==> config.mk <==
export PLATFORM = sky130hd
export DESIGN_NAME = saws_pkt_builder
export DESIGN_NICKNAME = d
export VERILOG_FILES = /design/src/design/saws_pkg.sv /design/src/design/saws_pkt_builder.sv
export SDC_FILE = /design/constraint.sdc
export NUM_CORES = 1
export LEC_CHECK = 0
export BUFFER_PORTS_ARGS = -buffer_cell sky130_fd_sc_hd__buf_2
export CAP_MARGIN = 20
export CORE_MARGIN = 5
export CORE_UTILIZATION = 50
export DETAILED_ROUTE_END_ITERATION = 7
export HOLD_SLACK_MARGIN = 0.08
export PLACE_DENSITY = 0.78
export SETUP_SLACK_MARGIN = 0.3
export SKIP_CTS_REPAIR_TIMING = 1
export SYNTH_ARGS = -nofsm -noshare
export SYNTH_HDL_FRONTEND = slang
export SYNTH_SLANG_ARGS = --single-unit
==> constraint.sdc <==
create_clock -name clock -period 3.35 [get_ports clock]
set_input_delay 0.1675 -clock clock [delete_from_list [all_inputs] [get_ports clock]]
set_output_delay 0.1675 -clock clock [all_outputs]
set_load 0.02 [all_outputs]
==> src/design/saws_pkg.sv <==
// shared types and constants for the stop-and-wait sender
package saws_pkg;

   localparam int MAX_MESSAGE = 1024;
   localparam int ADDR_W      = $clog2(MAX_MESSAGE);
   localparam int LEN_W       = $clog2(MAX_MESSAGE + 1);
   localparam int SEG_BYTES   = 6;
   localparam int SEG_CNT_W   = $clog2(SEG_BYTES);
   localparam int BYTE_W      = 8;
   localparam int PAYLOAD_W   = SEG_BYTES * BYTE_W;
   localparam int CK_W        = 11;
   localparam int ACK_CK_W    = 16;
   localparam int KIND_W      = 2;
   localparam int SEQ_W       = 2;
   localparam logic [SEQ_W-1:0] FIN_SEQ = SEQ_W'(2);

   typedef enum logic [KIND_W-1:0] {
      KIND_LOAD    = 2'd0,
      KIND_ACK     = 2'd1,
      KIND_TIMEOUT = 2'd2
   } kind_type;

   typedef enum logic [2:0] {
      ST_ACCEPT,
      ST_BUILD,
      ST_DRAIN,
      ST_SEND,
      ST_FIN_A,
      ST_FIN_B
   } ctrl_state_type;

   typedef struct packed {
      logic clear;
      logic take;
   } bld_ctl_type;

endpackage

==> src/design/saws_pkt_builder.sv <==
// packet assembly: shifts in payload bytes and accumulates the checksum
module saws_pkt_builder (
   input  logic                             clock,
   input  logic                             reset,
   input  saws_pkg::bld_ctl_type            ctl,
   input  logic [saws_pkg::BYTE_W-1:0]      data,
   output logic [saws_pkg::PAYLOAD_W-1:0]   payload,
   output logic [saws_pkg::CK_W-1:0]        checksum
);
   import saws_pkg::*;

   logic [PAYLOAD_W-1:0] pay_ff;
   logic [PAYLOAD_W-1:0] pay_in;
   logic [CK_W-1:0]      sum_ff;
   logic [CK_W-1:0]      sum_in;
   logic                 stop_ff;
   logic                 stop_in;

   always_comb begin
      pay_in  = pay_ff;
      sum_in  = sum_ff;
      stop_in = stop_ff;
      if (ctl.clear) begin
         sum_in  = '0;
         stop_in = 1'b0;
      end else if (ctl.take) begin
         // first byte ends up in the low bits after six shifts
         pay_in = {data, pay_ff[PAYLOAD_W-1:BYTE_W]};
         if (data == '0) begin
            stop_in = 1'b1;
         end else if (!stop_ff) begin
            sum_in = sum_ff + CK_W'(data);
         end
      end
   end

   always_ff @(posedge clock) begin
      if (reset) begin
         stop_ff <= 1'b0;
         sum_ff  <= '0;
      end else begin
         stop_ff <= stop_in;
         sum_ff  <= sum_in;
      end
   end

   always_ff @(posedge clock) begin
      pay_ff <= pay_in;
   end

   assign payload  = pay_ff;
   assign checksum = sum_ff;

endmodule

==> impl_metrics.tcl <==
set metrics [dict create \
    placed_area_um2 2730 \
    drive_gt1_share_pct 37.6 \
    grt_pass1_wl_mm 6.96 \
    yosysWarnings 0 \
    critPathKind "input pin to flop" \
    p_leak_nw 1.21 \
    synth_top_cells_by_area "edfxtp_1 (62%), dfxtp_1 (10%), ha_1 (4.3%)" \
    clock_path_buffers 2 \
    max-cap-violations 0 \
    met3_length_um 400 \
    syn_inst 155 \
    hold_path_class "input pin to flop" \
    drtIter0Drc 46 \
    top_layer "met4" \
    fin_area_um2 2950 \
    wl_per_cell_um 14.9 \
    grt_pass1_vias 1458 \
    cp_max_fo 4 \
    root_buffer "clkbuf_8" \
    fin_setup_tns_ns 0 \
    m1WireLength_mm 1.88 \
    route.detailed.drc 0 \
    wirelength_mm 4.37 \
    ys_seq_area_share_pct 72.2 \
    critical_path_required_ns 3.56 \
    fin_ws_ns 1.13 \
    rsz0062_at_grt "false" \
    slew_viol_final 0 \
    h-tree-depth 3 \
    irDropWorstVdd_mv 0.338 \
    antenna_found_initial 0 \
    die_x_um 78.2 \
    ys_types 32 \
    gp_congestion 0.834 \
    overflow 0 \
    critPathCaptureType "flop" \
    clk_transition_reported_paths_ns 0.07 \
    fp-row-count 24 \
    max_freq_mhz 451 \
    p_per_area_nw_per_um2 543 \
    avgSynthCellArea_um2 15.0 \
    dr.pass1.iters 4 \
    post-route-period-util_pct 66.1 \
    max-slew-margin-rel_pct 38.4 \
    fin_nets 258 \
    hpwl_mm 3.17 \
    vias_per_cell 5.29 \
    initial_core_util_pct 52.4 \
    fin_crit_ns 2.22 \
    final-hold-violation-count 0 \
    setup_violations 0 \
    synth_seq_cells 60 \
    cts_buffers 9 \
    pre_cts_slack_ns 1.30 \
    portBuffers 70 \
    worst_slew_pin_slew_ns 0.924 \
    vias 1556 \
    synth_nets 176 \
    syn_to_final_growth_pct 26.9 \
    clkLatencyLatePin_ns 0.32 \
    die-area_um2 6120 \
    antenna_cells 0 \
    cts_tree "done" \
    ant_nets 0 \
    grt_max_degree 29 \
    core_um2 4440 \
    crit_path_start_kind "input pin" \
    die_y_um 78.2 \
    wl_met2_mm 2.00 \
    worstPathArrival_ns 2.43 \
    outcome "completed" \
    top_level_ports 71 \
    fill_cells 352 \
    clkSinkCount 60 \
    synthesis.area_um2 2330 \
    fin_skew_ns 0.00745 \
    yosys.area.top_type "edfxtp_1" \
    synth_top_area_share_pct 61.9 \
    grt_usage_pct 14.8 \
]
layout make-up:
| class | count | area (um^2) | area share, % |
|---|---|---|---|
| multi-input combinational | 87 | 609 | 20.6 |
| clock inverter | 7 | 67.6 | 2.29 |
| sequential | 60 | 1680 | 56.9 |
| timing repair buffer | 74 | 388 | 13.1 |
| inverter | 5 | 18.8 | 0.635 |
| tap | 52 | 65.1 | 2.20 |
| clock buffer | 9 | 124 | 4.19 |
state kept, by name (all words and copies together), names as in the netlist:
signal,cells
payload,48
checksum,11
stop_ff,1
cell usage after synthesis (all sizes together):
cell type and count:
xor2 5, o211ai 1, ha 8, a211o 2, a31oi 1, o21ai 5
and3 1, buf 2, a21oi 11, o2111ai 2, a311o 1, nor4 3
inv 5, o21a 1, nand4 1, nand2 13, dfxtp 12, a211oi 4
fa 1, nand2b 2, nand3 5, nor2 10, nor3 1, and2 1
or2 1, a21o 4, clkbuf 1, and4 1, nor2b 2, edfxtp 48
power breakdown:
part / switching [W] / internal (W) / leakage [nW]
clock: 0.000275 / 0.000337 / 0.0826
combinational: 0.0000986 / 0.0000479 / 0.584
sequential: 0.0000117 / 0.000834 / 0.548
cells by family (layout without fill, tap and decap cells):
group           after synthesis  in the layout  share of synthesized area, %
xor+xnor                      5              5                          1.88
flops                        60             60                          72.2
simple gates                 41             41                          9.94
buf+inv                       8             95                          1.93
fa+ha+maj                     9              9                          5.16
compound gates               32             32                          8.87
per-layer routing:
| metal | GRT usage [%] | up-vias |
|---|---|---|
| met5 | 0 | - |
| met4 | 7.34 | 0 |
| met3 | 4.69 | 9 |
| met2 | 23.6 | 75 |
| met1 | 18.3 | 726 |
| li1 | - | 746 |
layout by cell type, fill, tap and decap left out, types with 2 or more instances in the layout:
cell / netlist / routed
a211o_1: 2 / 2
a211oi_1: 4 / 4
xor2_1: 5 / 5
o21ai_0: 4 / 4
dfxtp_1: 12 / 12
clkinvlp_4: 0 / 4
nand2b_1: 2 / 2
clkinv_1: 0 / 2
nor4_4: 2 / 2
ha_1: 8 / 8
o2111ai_1: 2 / 2
edfxtp_1: 48 / 48
nor2_1: 10 / 10
nand2_1: 13 / 13
clkbuf_8: 0 / 9
inv_1: 5 / 5
buf_2: 0 / 70
a21oi_1: 11 / 11
dlygate4sd3_1: 0 / 3
nand3_1: 5 / 5
a21o_1: 4 / 4
per-stage QoR:
stage          hold slack (ns)  utilization, %  power (W)  instances
2_1_floorplan            0.266               -   0.000956        155
3_3_place_gp             0.413            61.5    0.00100        275
4_1_cts                 0.0636            65.8    0.00162        291
5_1_grt                 0.0823            66.5    0.00168        294
6_report                0.0930            66.5    0.00160        294
3_5_place_dp             0.413            61.5    0.00101        275
final timing paths:
path | slack [ns] | cells after the start | endpoint | startpoint
hold reg to reg | 0.44 | 0 | payload[22]$_DFFE_PP_ | payload[30]$_DFFE_PP_
setup / recovery | 1.13 | 10 | checksum[6]$_SDFFE_PP0P_ | data[0]
hold / removal | 0.09 | 1 | payload[46]$_DFFE_PP_ | data[6]
setup reg to reg | 1.28 | 8 | checksum[6]$_SDFFE_PP0P_ | checksum[0]$_SDFFE_PP0P_
critical path, stage by stage:
cell and delay (ns):
dlygate4sd3_1 0.52, buf_2 0.14, ha_1 0.19, inv_1 0.06, fa_1 0.37, nand2b_1 0.21, a211oi_1 0.22, nor2b_1 0.09
and4_1 0.20, a311o_1 0.26
Note: power is estimated with default switching activity, not from simulation.
